## config.mk

```make
export PLATFORM = sky130hd
export DESIGN_NAME = escape_sequence_decoder
export DESIGN_NICKNAME = d
export VERILOG_FILES = /design/src/design/esd_pkg.sv /design/src/design/esd_core.sv /design/src/design/esd_out_buf.sv /design/src/design/escape_sequence_decoder.sv
export SDC_FILE = /design/constraint.sdc
export NUM_CORES = 1
export LEC_CHECK = 0
export ABC_AREA = 1
export BUFFER_PORTS_ARGS = -buffer_cell sky130_fd_sc_hd__buf_2
export CORE_UTILIZATION = 38
export DETAILED_ROUTE_END_ITERATION = 8
export PLACE_DENSITY = 0.62
export SYNTH_ARGS = -nofsm -noshare
export SYNTH_HDL_FRONTEND = slang
export SYNTH_SLANG_ARGS = --single-unit
```

## constraint.sdc

```tcl
create_clock -name clk -period 4.8 [get_ports clk]
set_clock_uncertainty 0.2 [all_clocks]
set_input_delay 0.24 -clock clk [delete_from_list [all_inputs] [get_ports clk]]
set_output_delay 0.24 -clock clk [all_outputs]
set_load 0.02 [all_outputs]
```

## src/design/esd_pkg.sv

```systemverilog
// Shared types, character codes and decode helpers for the escape sequence decoder.
// No dependencies; used by esd_core, esd_out_buf and escape_sequence_decoder.
package esd_pkg;

  localparam int CHAR_W = 8;
  localparam int LEN_W  = 13;
  localparam int NIB_W  = 4;

  // Largest value the length / limit fields can hold
  localparam int LEN_MAX = (1 << LEN_W) - 1;

  // Character codes
  localparam logic [CHAR_W-1:0] CH_BSLASH = 8'h5C;
  localparam logic [CHAR_W-1:0] CH_X      = 8'h78;
  localparam logic [CHAR_W-1:0] CH_ZERO   = 8'h30;
  localparam logic [CHAR_W-1:0] CH_NINE   = 8'h39;
  localparam logic [CHAR_W-1:0] CH_LA     = 8'h61;
  localparam logic [CHAR_W-1:0] CH_LB     = 8'h62;
  localparam logic [CHAR_W-1:0] CH_LF     = 8'h66;
  localparam logic [CHAR_W-1:0] CH_LN     = 8'h6E;
  localparam logic [CHAR_W-1:0] CH_LR     = 8'h72;
  localparam logic [CHAR_W-1:0] CH_LT     = 8'h74;
  localparam logic [CHAR_W-1:0] CH_LV     = 8'h76;
  localparam logic [CHAR_W-1:0] CH_UA     = 8'h41;
  localparam logic [CHAR_W-1:0] CH_UF     = 8'h46;
  localparam logic [CHAR_W-1:0] HEX_TEN   = 8'd10;

  // Raw bytes produced by the single-character escapes
  localparam logic [CHAR_W-1:0] BYTE_NUL = 8'h00;
  localparam logic [CHAR_W-1:0] BYTE_BEL = 8'h07;
  localparam logic [CHAR_W-1:0] BYTE_BS  = 8'h08;
  localparam logic [CHAR_W-1:0] BYTE_TAB = 8'h09;
  localparam logic [CHAR_W-1:0] BYTE_LF  = 8'h0A;
  localparam logic [CHAR_W-1:0] BYTE_VT  = 8'h0B;
  localparam logic [CHAR_W-1:0] BYTE_FF  = 8'h0C;
  localparam logic [CHAR_W-1:0] BYTE_CR  = 8'h0D;

  typedef enum logic [1:0] {
    MODE_NORMAL = 2'd0,
    MODE_ESC    = 2'd1,
    MODE_HEX1   = 2'd2,
    MODE_HEX2   = 2'd3
  } mode_t;

  // One result item
  typedef struct packed {
    logic [CHAR_W-1:0] out_byte;
    logic              byte_valid;
    logic              done_res;
    logic              error;
    logic [LEN_W-1:0]  decoded_length;
  } res_t;

  // Hex digit lookup: {valid, value}
  typedef struct packed {
    logic             valid;
    logic [NIB_W-1:0] value;
  } hex_t;

  // Escape lookup: {valid, byte}
  typedef struct packed {
    logic              valid;
    logic [CHAR_W-1:0] value;
  } esc_t;

  function automatic hex_t hex_digit(input logic [CHAR_W-1:0] c);
    hex_t h;
    logic [CHAR_W-1:0] d;
    h = '0;
    d = '0;
    if (c >= CH_ZERO && c <= CH_NINE) begin
      d = c - CH_ZERO;
      h.valid = 1'b1;
      h.value = d[NIB_W-1:0];
    end else if (c >= CH_LA && c <= CH_LF) begin
      d = c - CH_LA + HEX_TEN;
      h.valid = 1'b1;
      h.value = d[NIB_W-1:0];
    end else if (c >= CH_UA && c <= CH_UF) begin
      d = c - CH_UA + HEX_TEN;
      h.valid = 1'b1;
      h.value = d[NIB_W-1:0];
    end
    return h;
  endfunction

  function automatic esc_t escape_byte(input logic [CHAR_W-1:0] c);
    esc_t e;
    e.valid = 1'b1;
    case (c)
      CH_BSLASH: e.value = CH_BSLASH;
      CH_ZERO:   e.value = BYTE_NUL;
      CH_LA:     e.value = BYTE_BEL;
      CH_LB:     e.value = BYTE_BS;
      CH_LF:     e.value = BYTE_FF;
      CH_LN:     e.value = BYTE_LF;
      CH_LR:     e.value = BYTE_CR;
      CH_LT:     e.value = BYTE_TAB;
      CH_LV:     e.value = BYTE_VT;
      default: begin
        e.valid = 1'b0;
        e.value = '0;
      end
    endcase
    return e;
  endfunction

endpackage

```

## src/design/esd_core.sv

```systemverilog
// Decode core: limit register, per-string state and the combinational escape decoder.
// Depends on esd_pkg.
module esd_core #(
  parameter int MAX_OUTPUT = 4096
) (
  input  logic                        clk,
  input  logic                        rst_n,
  input  logic                        cfg_wr_en,
  input  logic [esd_pkg::LEN_W-1:0]   cfg_wr_data,
  input  logic                        fire,      // input request taken this cycle
  input  logic [esd_pkg::CHAR_W-1:0]  in_char,
  input  logic                        is_last,
  output logic                        emit,      // this request yields a result
  output esd_pkg::res_t               res
);
  import esd_pkg::*;

  // Effective cap; out_limit never exceeds LEN_MAX, so a larger cap acts as LEN_MAX
  localparam int CAP_INT = (MAX_OUTPUT > LEN_MAX) ? LEN_MAX : MAX_OUTPUT;
  localparam logic [LEN_W-1:0] LIM_CAP = LEN_W'(CAP_INT);

  logic [LEN_W-1:0] out_limit_r;
  mode_t            mode_r, mode_nxt;
  logic [NIB_W-1:0] nibble_r, nibble_nxt;
  logic [LEN_W-1:0] count_r, count_nxt;
  logic             failed_r, failed_nxt;

  logic [LEN_W-1:0] limit;
  logic             room;
  hex_t             hx;
  esc_t             es;
  logic             have;
  logic [CHAR_W-1:0] byte_val;

  assign limit = (out_limit_r < LIM_CAP) ? out_limit_r : LIM_CAP;
  assign room  = count_r < limit;
  assign hx    = hex_digit(in_char);
  assign es    = escape_byte(in_char);

  // Next state
  always_comb begin
    mode_nxt   = mode_r;
    nibble_nxt = nibble_r;
    failed_nxt = failed_r;
    if (!failed_r) begin
      case (mode_r)
        MODE_NORMAL: begin
          if (room && in_char == CH_BSLASH) begin
            if (is_last) failed_nxt = 1'b1;
            else         mode_nxt   = MODE_ESC;
          end
        end
        MODE_ESC: begin
          if (in_char == CH_X) begin
            if (is_last) failed_nxt = 1'b1;
            else         mode_nxt   = MODE_HEX1;
          end else if (es.valid) begin
            mode_nxt = MODE_NORMAL;
          end else begin
            failed_nxt = 1'b1;
          end
        end
        MODE_HEX1: begin
          if (!hx.valid || is_last) begin
            failed_nxt = 1'b1;
          end else begin
            nibble_nxt = hx.value;
            mode_nxt   = MODE_HEX2;
          end
        end
        MODE_HEX2: begin
          if (hx.valid) mode_nxt   = MODE_NORMAL;
          else          failed_nxt = 1'b1;
        end
        default: mode_nxt = MODE_NORMAL;
      endcase
    end
  end

  // Outputs: decoded byte for this character
  always_comb begin
    have     = 1'b0;
    byte_val = '0;
    if (!failed_r) begin
      case (mode_r)
        MODE_NORMAL: begin
          if (room && in_char != CH_BSLASH) begin
            have     = 1'b1;
            byte_val = in_char;
          end
        end
        MODE_ESC: begin
          if (in_char != CH_X && es.valid) begin
            have     = 1'b1;
            byte_val = es.value;
          end
        end
        MODE_HEX2: begin
          if (hx.valid) begin
            have     = 1'b1;
            byte_val = {nibble_r, hx.value};
          end
        end
        default: have = 1'b0;
      endcase
    end
  end

  assign count_nxt = count_r + LEN_W'(have);

  // Result item
  assign emit               = have | is_last;
  assign res.out_byte       = byte_val;
  assign res.byte_valid     = have;
  assign res.done_res       = is_last;
  assign res.error          = is_last & failed_nxt;
  assign res.decoded_length = (is_last && !failed_nxt) ? count_nxt : '0;

  // Limit register
  always_ff @(posedge clk) begin
    if (!rst_n) begin
      out_limit_r <= LEN_W'(4096);
    end else if (cfg_wr_en) begin
      out_limit_r <= cfg_wr_data;
    end
  end

  // String state; the last character clears it for the next string
  always_ff @(posedge clk) begin
    if (!rst_n) begin
      mode_r   <= MODE_NORMAL;
      nibble_r <= '0;
      count_r  <= '0;
      failed_r <= 1'b0;
    end else if (fire) begin
      if (is_last) begin
        mode_r   <= MODE_NORMAL;
        nibble_r <= '0;
        count_r  <= '0;
        failed_r <= 1'b0;
      end else begin
        mode_r   <= mode_nxt;
        nibble_r <= nibble_nxt;
        count_r  <= count_nxt;
        failed_r <= failed_nxt;
      end
    end
  end

endmodule

```

## src/design/esd_out_buf.sv

```systemverilog
// Result register: holds one result item until the downstream side takes it.
// Depends on esd_pkg.
module esd_out_buf (
  input  logic          clk,
  input  logic          rst_n,
  input  logic          push,       // load a new result
  input  esd_pkg::res_t push_res,
  output logic          can_load,   // register free or emptying this cycle
  output logic          out_valid,
  input  logic          out_ready,
  output esd_pkg::res_t out_res
);
  import esd_pkg::*;

  logic out_valid_r;
  res_t res_r;

  assign can_load  = !out_valid_r || out_ready;
  assign out_valid = out_valid_r;
  assign out_res   = res_r;

  // Valid flag
  always_ff @(posedge clk) begin
    if (!rst_n) begin
      out_valid_r <= 1'b0;
    end else if (push) begin
      out_valid_r <= 1'b1;
    end else if (out_ready) begin
      out_valid_r <= 1'b0;
    end
  end

  // Payload
  always_ff @(posedge clk) begin
    if (push) begin
      res_r <= push_res;
    end
  end

endmodule

```

## src/design/escape_sequence_decoder.sv

```systemverilog
// Top level of the escape sequence decoder: stream ports, decode core and result register.
// Depends on esd_pkg, esd_core and esd_out_buf.
//
//  Channel  | Dir | Handshake           | Content
//  ---------+-----+---------------------+----------------------------------------------
//  in_*     | in  | in_tvalid/in_tready | one character, tlast on the last one
//  out_*    | out | out_tvalid/tready   | decoded byte and/or closing length/error
//  cfg_*    | in  | cfg_wr_en           | out_limit, most decoded bytes per string
//
// One character per cycle while the result register can load; each result shows in the following cycle.
// Sustained rate is set by the single result register: a character is taken
// whenever that register is empty or being drained in the same cycle.
// Reset (rst_n low, synchronous) sets the limit to 4096 and clears the string.
// A stalled output holds its result; characters producing no result still wait.
module escape_sequence_decoder #(
  parameter int MAX_OUTPUT = 4096
) (
  input  logic        clk,
  input  logic        rst_n,
  // configuration
  input  logic        cfg_wr_en,
  input  logic [12:0] cfg_wr_data,   // out_limit
  // input stream
  input  logic        in_tvalid,
  output logic        in_tready,
  input  logic [7:0]  in_tdata,      // [7:0] in_char
  input  logic        in_tlast,      // is_last
  // result stream
  output logic        out_tvalid,
  input  logic        out_tready,
  output logic [23:0] out_tdata,     // [7:0] out_byte, [8] error, [21:9] decoded_length
  output logic        out_tuser,     // byte_valid
  output logic        out_tlast      // done_res
);
  import esd_pkg::*;

  logic fire;
  logic emit;
  logic can_load;
  res_t core_res;
  res_t buf_res;

  assign in_tready = can_load;
  assign fire      = in_tvalid & in_tready;

  esd_core #(
    .MAX_OUTPUT (MAX_OUTPUT)
  ) u_core (
    .clk         (clk),
    .rst_n       (rst_n),
    .cfg_wr_en   (cfg_wr_en),
    .cfg_wr_data (cfg_wr_data),
    .fire        (fire),
    .in_char     (in_tdata),
    .is_last     (in_tlast),
    .emit        (emit),
    .res         (core_res)
  );

  esd_out_buf u_out_buf (
    .clk       (clk),
    .rst_n     (rst_n),
    .push      (fire & emit),
    .push_res  (core_res),
    .can_load  (can_load),
    .out_valid (out_tvalid),
    .out_ready (out_tready),
    .out_res   (buf_res)
  );

  // Pack result fields onto the stream
  assign out_tdata = {2'b00, buf_res.decoded_length, buf_res.error, buf_res.out_byte};
  assign out_tuser = buf_res.byte_valid;
  assign out_tlast = buf_res.done_res;

endmodule

```

==> metrics, run 1 <==
Leak 1.95 nW; count of instances resized after the clock tree is built 0; DIE AREA 9630 um^2; CTS Sinks 58; number of synthesized register bits 58; first-pass GRT wire length 13400 um; pwr/cell area 314 nW/um^2; number of nets in the final layout 598; largest voltage drop on the vdd net 147 uV; number of global-route vias before repair 2839; critical path's largest stage delay 340 ps; initial antenna violation count 0; number of buffers added for setup after CTS 0; layout overhead on the synthesized area 19.8%; Total Negative Setup Slacks 0 ps; clock tree root buffer cell sky130_fd_sc_hd__clkbuf_8; ANT cells 0; Largest delay share family, worst path simple AND/OR/NAND/NOR gates; CP Data Arrival Time 4010 ps; weighted congestion reported at the end of routability-driven placement 0.909; leading cell type in the layout, fill and taps excluded sky130_fd_sc_hd__nand2_1; wirelength, routed 7760 um; area of the mapped netlist 3510 um^2; Via density 4.69; min-delay worst type in2reg; Switching Fraction 0.279; final antenna-violating net count 0; final critical path time including I/O delays and setup 3960 ps; I/O pin total 55; total net switching power 370 uW; worst max-slew margin expressed relative to the limit 0.359; initial core utilization 0.397; standard-cell rows 34; port buffer count 52; clock tree from TritonCTS done; ratio of cells with drive above 1 in the final layout 0.177; number of buffers inserted during clock tree synthesis 9; Max Root-Sink Buffers 2; most common flop cell mapped by yosys sky130_fd_sc_hd__dfxtp_1; Maximum Capacitance Violations 0; sequential share of power 0.431; Logic pwr share 0.180; number of endpoints failing setup at the final stage 0; buffers and inverters on the worst path 3; clk slew on worst S/H paths 70 ps; number of distinct library cells after synthesis 34; share of the cycle needed by the critical path after routing 0.825; startpoint types flip-flop; critical path endpoint category flip-flop; failing checks design-rule violations; overall die height 98.2 um; number of optimization iterations in the first detailed-route pass 6; synthesized area per cell 7.20 um^2; global-route usage over all layers 0.173; pin count of the biggest net entering global routing 25; share of flip-flops with an asynchronous set or reset after synthesis 0; count of pins over their slew limit 0; pin slew with the least headroom to its limit 958 ps; remaining design rule violation count 6; violation count after the first detailed-route iteration 157; drt wl/cell 11.7 um; Placed Instances 637; clock network latency to the later pin of the worst-skew pair 330 ps; post-synthesis sequential area ratio 0.399; core region area 8850 um^2; cell seen most often among critical-path stages sky130_fd_sc_hd__nand2_1; result of the run finished, violations left; internal power 953 uW; fin util 0.476; share of power burned in the clock network 0.389; HPWL reported at the end of detailed placement 5860 um; number of synthesized flops with an enable pin 24; highest achievable clock rate 253 MHz; required time of the critical path 4850 ps; cell count after synthesis 488; vias post-DR 3126; final-report hold violation count 0; Max stage delay cell, worst path sky130_fd_sc_hd__ha_1; Overflow after GRT 0; YS warnings 0; highest-count cells in the layout ignoring fill and taps sky130_fd_sc_hd__nand2_1 (136), sky130_fd_sc_hd__inv_1 (67), sky130_fd_sc_hd__nor2_1 (62); unrepaired setup endpoints after global routing no; # H-tree levels 3; number of buffers inserted by hold repair at cts 13; type of the setup path with the least slack reg2reg; maximum fanout along the worst path 14; die extent in x 98.2 um; Final Instance Count excl. Fillers 666
## per-stage QoR
stage / total power, mW / hold WS, ps / setup slack [ps] / instance area, um^2
after CTS: 1.34 / 0.222 / 805 / 4210
after global placement: 0.808 / 253 / 1030 / 3850
after detailed placement: 0.811 / 260 / 829 / 3850
after global routing: 1.40 / 43.1 / 266 / 4210
final: 1.32 / 29.1 / 841 / 4210
after floorplan: 0.746 / 139 / 1240 / 3520
## worst reg2reg max path: stages, from the launching register on
cell and delay [ps]:
sky130_fd_sc_hd__dfxtp_1 300, sky130_fd_sc_hd__inv_1 280, sky130_fd_sc_hd__nand2_1 130, sky130_fd_sc_hd__ha_1 340, sky130_fd_sc_hd__nand2_1 70, sky130_fd_sc_hd__inv_1 40, sky130_fd_sc_hd__nand2_1 60, sky130_fd_sc_hd__nand2_1 50
sky130_fd_sc_hd__a21oi_1 170, sky130_fd_sc_hd__nand2_1 70, sky130_fd_sc_hd__nor2_1 80, sky130_fd_sc_hd__nand2_1 170, sky130_fd_sc_hd__nand3_1 150, sky130_fd_sc_hd__nand2_1 70, sky130_fd_sc_hd__inv_1 90, sky130_fd_sc_hd__ha_1 200
sky130_fd_sc_hd__ha_1 190, sky130_fd_sc_hd__nand3_1 140, sky130_fd_sc_hd__nor2_1 120, sky130_fd_sc_hd__nand2_1 60, sky130_fd_sc_hd__nor2_1 200, sky130_fd_sc_hd__nand3_1 150, sky130_fd_sc_hd__nor2_1 130, sky130_fd_sc_hd__xor2_1 190
sky130_fd_sc_hd__nand2_1 70, sky130_fd_sc_hd__a21oi_1 150
## state kept, by name, indices dropped and copies added, names as in the netlist
name / count
u_out_buf.out_valid: 1
u_core.mode_r: 2
u_core.count_r: 13
u_core.failed_r: 1
u_core.nibble_r: 4
u_core.out_limit_r: 13
u_out_buf.out_res: 24
## final cells by class
| type | count | area [um^2] |
|---|---|---|
| clock buffers | 12 | 155 |
| repair buffers | 65 | 390 |
| clock inverters | 4 | 73.8 |
| flip-flops and latches | 58 | 1400 |
| fillers | 906 | 4640 |
| well taps | 108 | 135 |
| multi-input cells | 346 | 1780 |
| inverters | 73 | 274 |
## per-layer routing
| metal | part of all wire | vias up | global-route usage |
|---|---|---|---|
| met3 | 0.045 | 5 | 0.0394 |
| met4 | 0.0059 | 0 | 0.0413 |
| met2 | 0.41 | 86 | 0.252 |
| met5 | 0 | - | 0 |
| li1 | - | 1675 | - |
| met1 | 0.54 | 1360 | 0.256 |
## kinds of logic (layout without fill, tap and decap cells)
family	Yosys count	after routing	synth area share
compound gates	56	56	0.0862
xor+xnor	9	9	0.0224
fa+ha+maj	18	18	0.0641
buf+inv	85	154	0.0962
flops	58	58	0.399
other cells	1	2	0.00107
simple gates	261	261	0.331
## cells in the mapped netlist, types with 2 or more instances
cell	count	area [um^2]
sky130_fd_sc_hd__nand2_1	136	510
sky130_fd_sc_hd__inv_1	67	251
sky130_fd_sc_hd__nor2_1	62	233
sky130_fd_sc_hd__dfxtp_1	34	681
sky130_fd_sc_hd__a21oi_1	28	140
sky130_fd_sc_hd__edfxtp_1	24	721
sky130_fd_sc_hd__nand3_1	22	110
sky130_fd_sc_hd__o21ai_0	21	105
sky130_fd_sc_hd__ha_1	18	225
sky130_fd_sc_hd__nor2_2	13	81.3
sky130_fd_sc_hd__xor2_1	8	70.1
sky130_fd_sc_hd__clkbuf_1	7	26.3
sky130_fd_sc_hd__nand4_1	6	37.5
sky130_fd_sc_hd__nand2_2	5	31.3
sky130_fd_sc_hd__inv_2	4	15.0
sky130_fd_sc_hd__nand3_2	4	40.0
sky130_fd_sc_hd__o221ai_1	4	35.0
sky130_fd_sc_hd__buf_4	3	22.5
sky130_fd_sc_hd__nor3_1	3	15.0
sky130_fd_sc_hd__clkinv_1	2	7.51
sky130_fd_sc_hd__nand2_4	2	22.5
sky130_fd_sc_hd__nor2_4	2	22.5
sky130_fd_sc_hd__o211ai_1	2	15.0
## power groups by stage
stage	sequential [mW]	combinational [mW]	clock, mW
4_1_cts	0.570	0.239	0.530
2_1_floorplan	0.611	0.134	0
6_report	0.569	0.238	0.515
3_3_place_gp	0.580	0.228	0
3_5_place_dp	0.581	0.230	0
5_1_grt	0.573	0.267	0.558
## worst paths after layout
kind | cells past startpoint | slack, ps | start | endpoint
worst min register to register | 2 | 270 | u_core.nibble_r[1] | u_core.nibble_r[1]
worst max-delay path | 25 | 840 | u_core.out_limit_r[12] | u_core.count_r[12]
worst min-delay path | 4 | 30 | out_tready | u_out_buf.out_valid
worst max register to register | 25 | 840 | u_core.out_limit_r[12] | u_core.count_r[12]
No activity file was read; power rests on OpenSTA's default activity.
==> run 2, diff against run 1 <==
PLACE_DENSITY = 0.64   (was 0.62)
clock period = 3.2 ns   (was 4.8 ns; I/O delays follow)
==> run 2 against run 1 <==
Against the previous run: the run ends with design-rule violations, negative setup slack left; die area is the same; setup slack got worse by 950 ps; sequential share of layout area is 4.7 points lower; hold slack worse by 17 ps; first-iteration DRC count decreased by 5.1%; total power grew 43%; clock-buffer cell count decreased by 3; cell count grew 9.3%; global-route usage is 1.8 points higher; maximum frequency increased by 20%; combinational power rose by 86%; critical path type unchanged; critical endpoint is now u_core.count_r[9]; largest power group unchanged.
==> metrics, run 2 (synthesis gave the netlist of run 1 again) <==
number of flip-flops in the largest register 24; ratio of cells with drive above 1 in the final layout 0.316; port buffer count 52; # H-tree levels 3; worst setup margin -105 ps; clock tree root buffer cell sky130_fd_sc_hd__clkbuf_8; total net switching power 600 uW; weighted congestion reported at the end of routability-driven placement 0.867; destination of the critical timing path u_core.count_r[9]; final-report hold violation count 0; Switching Fraction 0.318; number of global-route vias before repair 3259; CP Data Arrival Time 3370 ps; share of power burned in the clock network 0.311; remaining design rule violation count 7; required time of the critical path 3260 ps; overall die height 98.2 um; standard-cell rows 34; clock tree from TritonCTS done; final antenna-violating net count 0; slack of the worst reg-to-reg path -110 ps; result of the run finished, violations left; share of the cycle needed by the critical path after routing 1.03; type of the setup path with the least slack reg2reg; critical path endpoint category flip-flop; maximum fanout along the worst path 7; drt wl/cell 12.0 um; leading cell type in the layout, fill and taps excluded sky130_fd_sc_hd__nand2_1; pin slew with the least headroom to its limit 698 ps; final design area excluding fillers 4910 um^2; clk slew on worst S/H paths 70 ps; Critical R2R Launch u_core.out_limit_r[12]; Leak 2.25 nW; number of optimization iterations in the first detailed-route pass 6; largest voltage drop on the vdd net 192 uV; Maximum Capacitance Violations 0; worst setup path start u_core.out_limit_r[12]; Logic pwr share 0.235; Via density 4.73; unrepaired setup endpoints after global routing yes; fin util 0.555; number of endpoints failing setup at the final stage 5; layout overhead on the synthesized area 39.7%; clock network latency to the later pin of the worst-skew pair 340 ps; DIE AREA 9630 um^2; failing checks design-rule violations, negative setup slack; violation count after the first detailed-route iteration 149; Worst Reg2Reg Path Length in Cells 24; pin count of the biggest net entering global routing 25; first-pass GRT wire length 14800 um; pwr/cell area 384 nW/um^2; vias post-DR 3442; crit-path cells inv_4 -> buf_6 -> nand2_4 -> ha_4 -> nand2_2 -> inv_2 -> nand2_2 -> nand2_2 -> a21oi_2 -> nand2_1 -> nor2_2 -> nand2_2 -> nand3_2 -> nand2_2 -> inv_2 -> ha_4 -> buf_4 -> nand3_2 -> nor2_2 -> nand4_1 -> nor2_1 -> xor2_1 -> nand2_1 -> a21oi_2; ANT cells 0; cell seen most often among critical-path stages sky130_fd_sc_hd__nand2_2; worst max-slew margin expressed relative to the limit 0.534; CTS Sinks 58; number of buffers inserted during clock tree synthesis 9; min-delay worst type in2reg; core region area 8850 um^2; final critical path time including I/O delays and setup 3310 ps; number of nets in the final layout 660; critical path's largest stage delay 330 ps; sequential share of power 0.455; internal power 1.29 mW; count of pins over their slew limit 0; Reg-to-Reg End u_core.count_r[9]; I/O pin total 55; initial core utilization 0.397; wirelength, routed 8760 um; startpoint types flip-flop; highest achievable clock rate 303 MHz; global-route usage over all layers 0.191; Max Root-Sink Buffers 2; cell area reported after detailed placement 4280 um^2; HPWL reported at the end of detailed placement 6510 um; die extent in x 98.2 um; highest-count cells in the layout ignoring fill and taps sky130_fd_sc_hd__nand2_1 (122), sky130_fd_sc_hd__inv_1 (63), sky130_fd_sc_hd__nor2_1 (57); Overflow after GRT 0; initial antenna violation count 0; Max stage delay cell, worst path sky130_fd_sc_hd__dfxtp_2
## run 2: cell count changes in the layout (fill, tap and decap cells not counted), sizes merged
| cell | before | now |
|---|---|---|
| buf | 52 | 103 |
| clkinv | 4 | 5 |
| bufinv | 2 | 0 |
| clkbuf | 12 | 9 |
| clkinvlp | 0 | 4 |
| dlygate4sd3 | 13 | 24 |
## run 2: worst min-delay path by stage
stage          slack (ps)            from  cells after the start                     end
5_1_grt                70       cfg_wr_en                      2  u_core.out_limit_r[12]
6_report               10       cfg_wr_en                      2  u_core.out_limit_r[12]
4_1_cts                 4       cfg_wr_en                      2  u_core.out_limit_r[12]
2_1_floorplan          60        in_tlast                      0   u_out_buf.out_res[14]
3_5_place_dp          180  cfg_wr_data[5]                      3   u_core.out_limit_r[5]
3_3_place_gp          180  cfg_wr_data[3]                      3   u_core.out_limit_r[3]
## run 2: layout make-up
class	instances	area [um^2]
fill	837	3940
sequential	58	1400
clock buffer	9	124
tap	108	135
multi-input combinational	346	2030
clock inverter	7	45.0
inverter	73	280
timing repair buffer	127	891
## run 2: per-stage QoR
step	power (mW)	worst slack (ps)	instances	TNS, ps	hold WS (ps)
2_1_floorplan	1.13	-2.34	489	-2.34	58.9
3_3_place_gp	1.25	-30.5	677	-61.4	184
3_5_place_dp	1.26	-149	677	-634	184
4_1_cts	1.89	6.67	725	0	3.61
5_1_grt	1.99	-349	728	-3000	74.2
6_report	1.89	-105	728	-234	12.1
## run 2: routing by layer
metal | global-route usage | routed length (um) | up-vias
met5 | 0 | 0 | -
met4 | 0.0643 | 98 | 0
met3 | 0.0415 | 464 | 11
met2 | 0.309 | 4040 | 78
met1 | 0.251 | 4160 | 1561
li1 | - | - | 1792
## run 2: worst max-delay path: cells and delay by family (launching register included)
kind                       cells  cell delay, ps
AOI/OAI and AO/OA              2             290
xor gates and xnor gates       1             250
adders and majority gates      2             370
buffers and inverters          5             440
DFF                            1             330
and+or+nand+nor               14            1350
## run 2: power groups by stage
stage / registers (mW) / logic, mW / clock network (mW)
final: 0.857 / 0.442 / 0.586
after CTS: 0.857 / 0.433 / 0.600
after global placement: 0.871 / 0.379 / 0
after floorplan: 0.918 / 0.211 / 0
after global routing: 0.863 / 0.491 / 0.639
after detailed placement: 0.873 / 0.384 / 0
## run 2: timing repair
item,4_1_cts,5_1_grt
hold buffers,24,0
endpoints found under the setup margin,9,40
buffers inserted,8,3
gates resized for setup,11,22
endpoints found under the hold margin,17,0
pin swaps,11,23
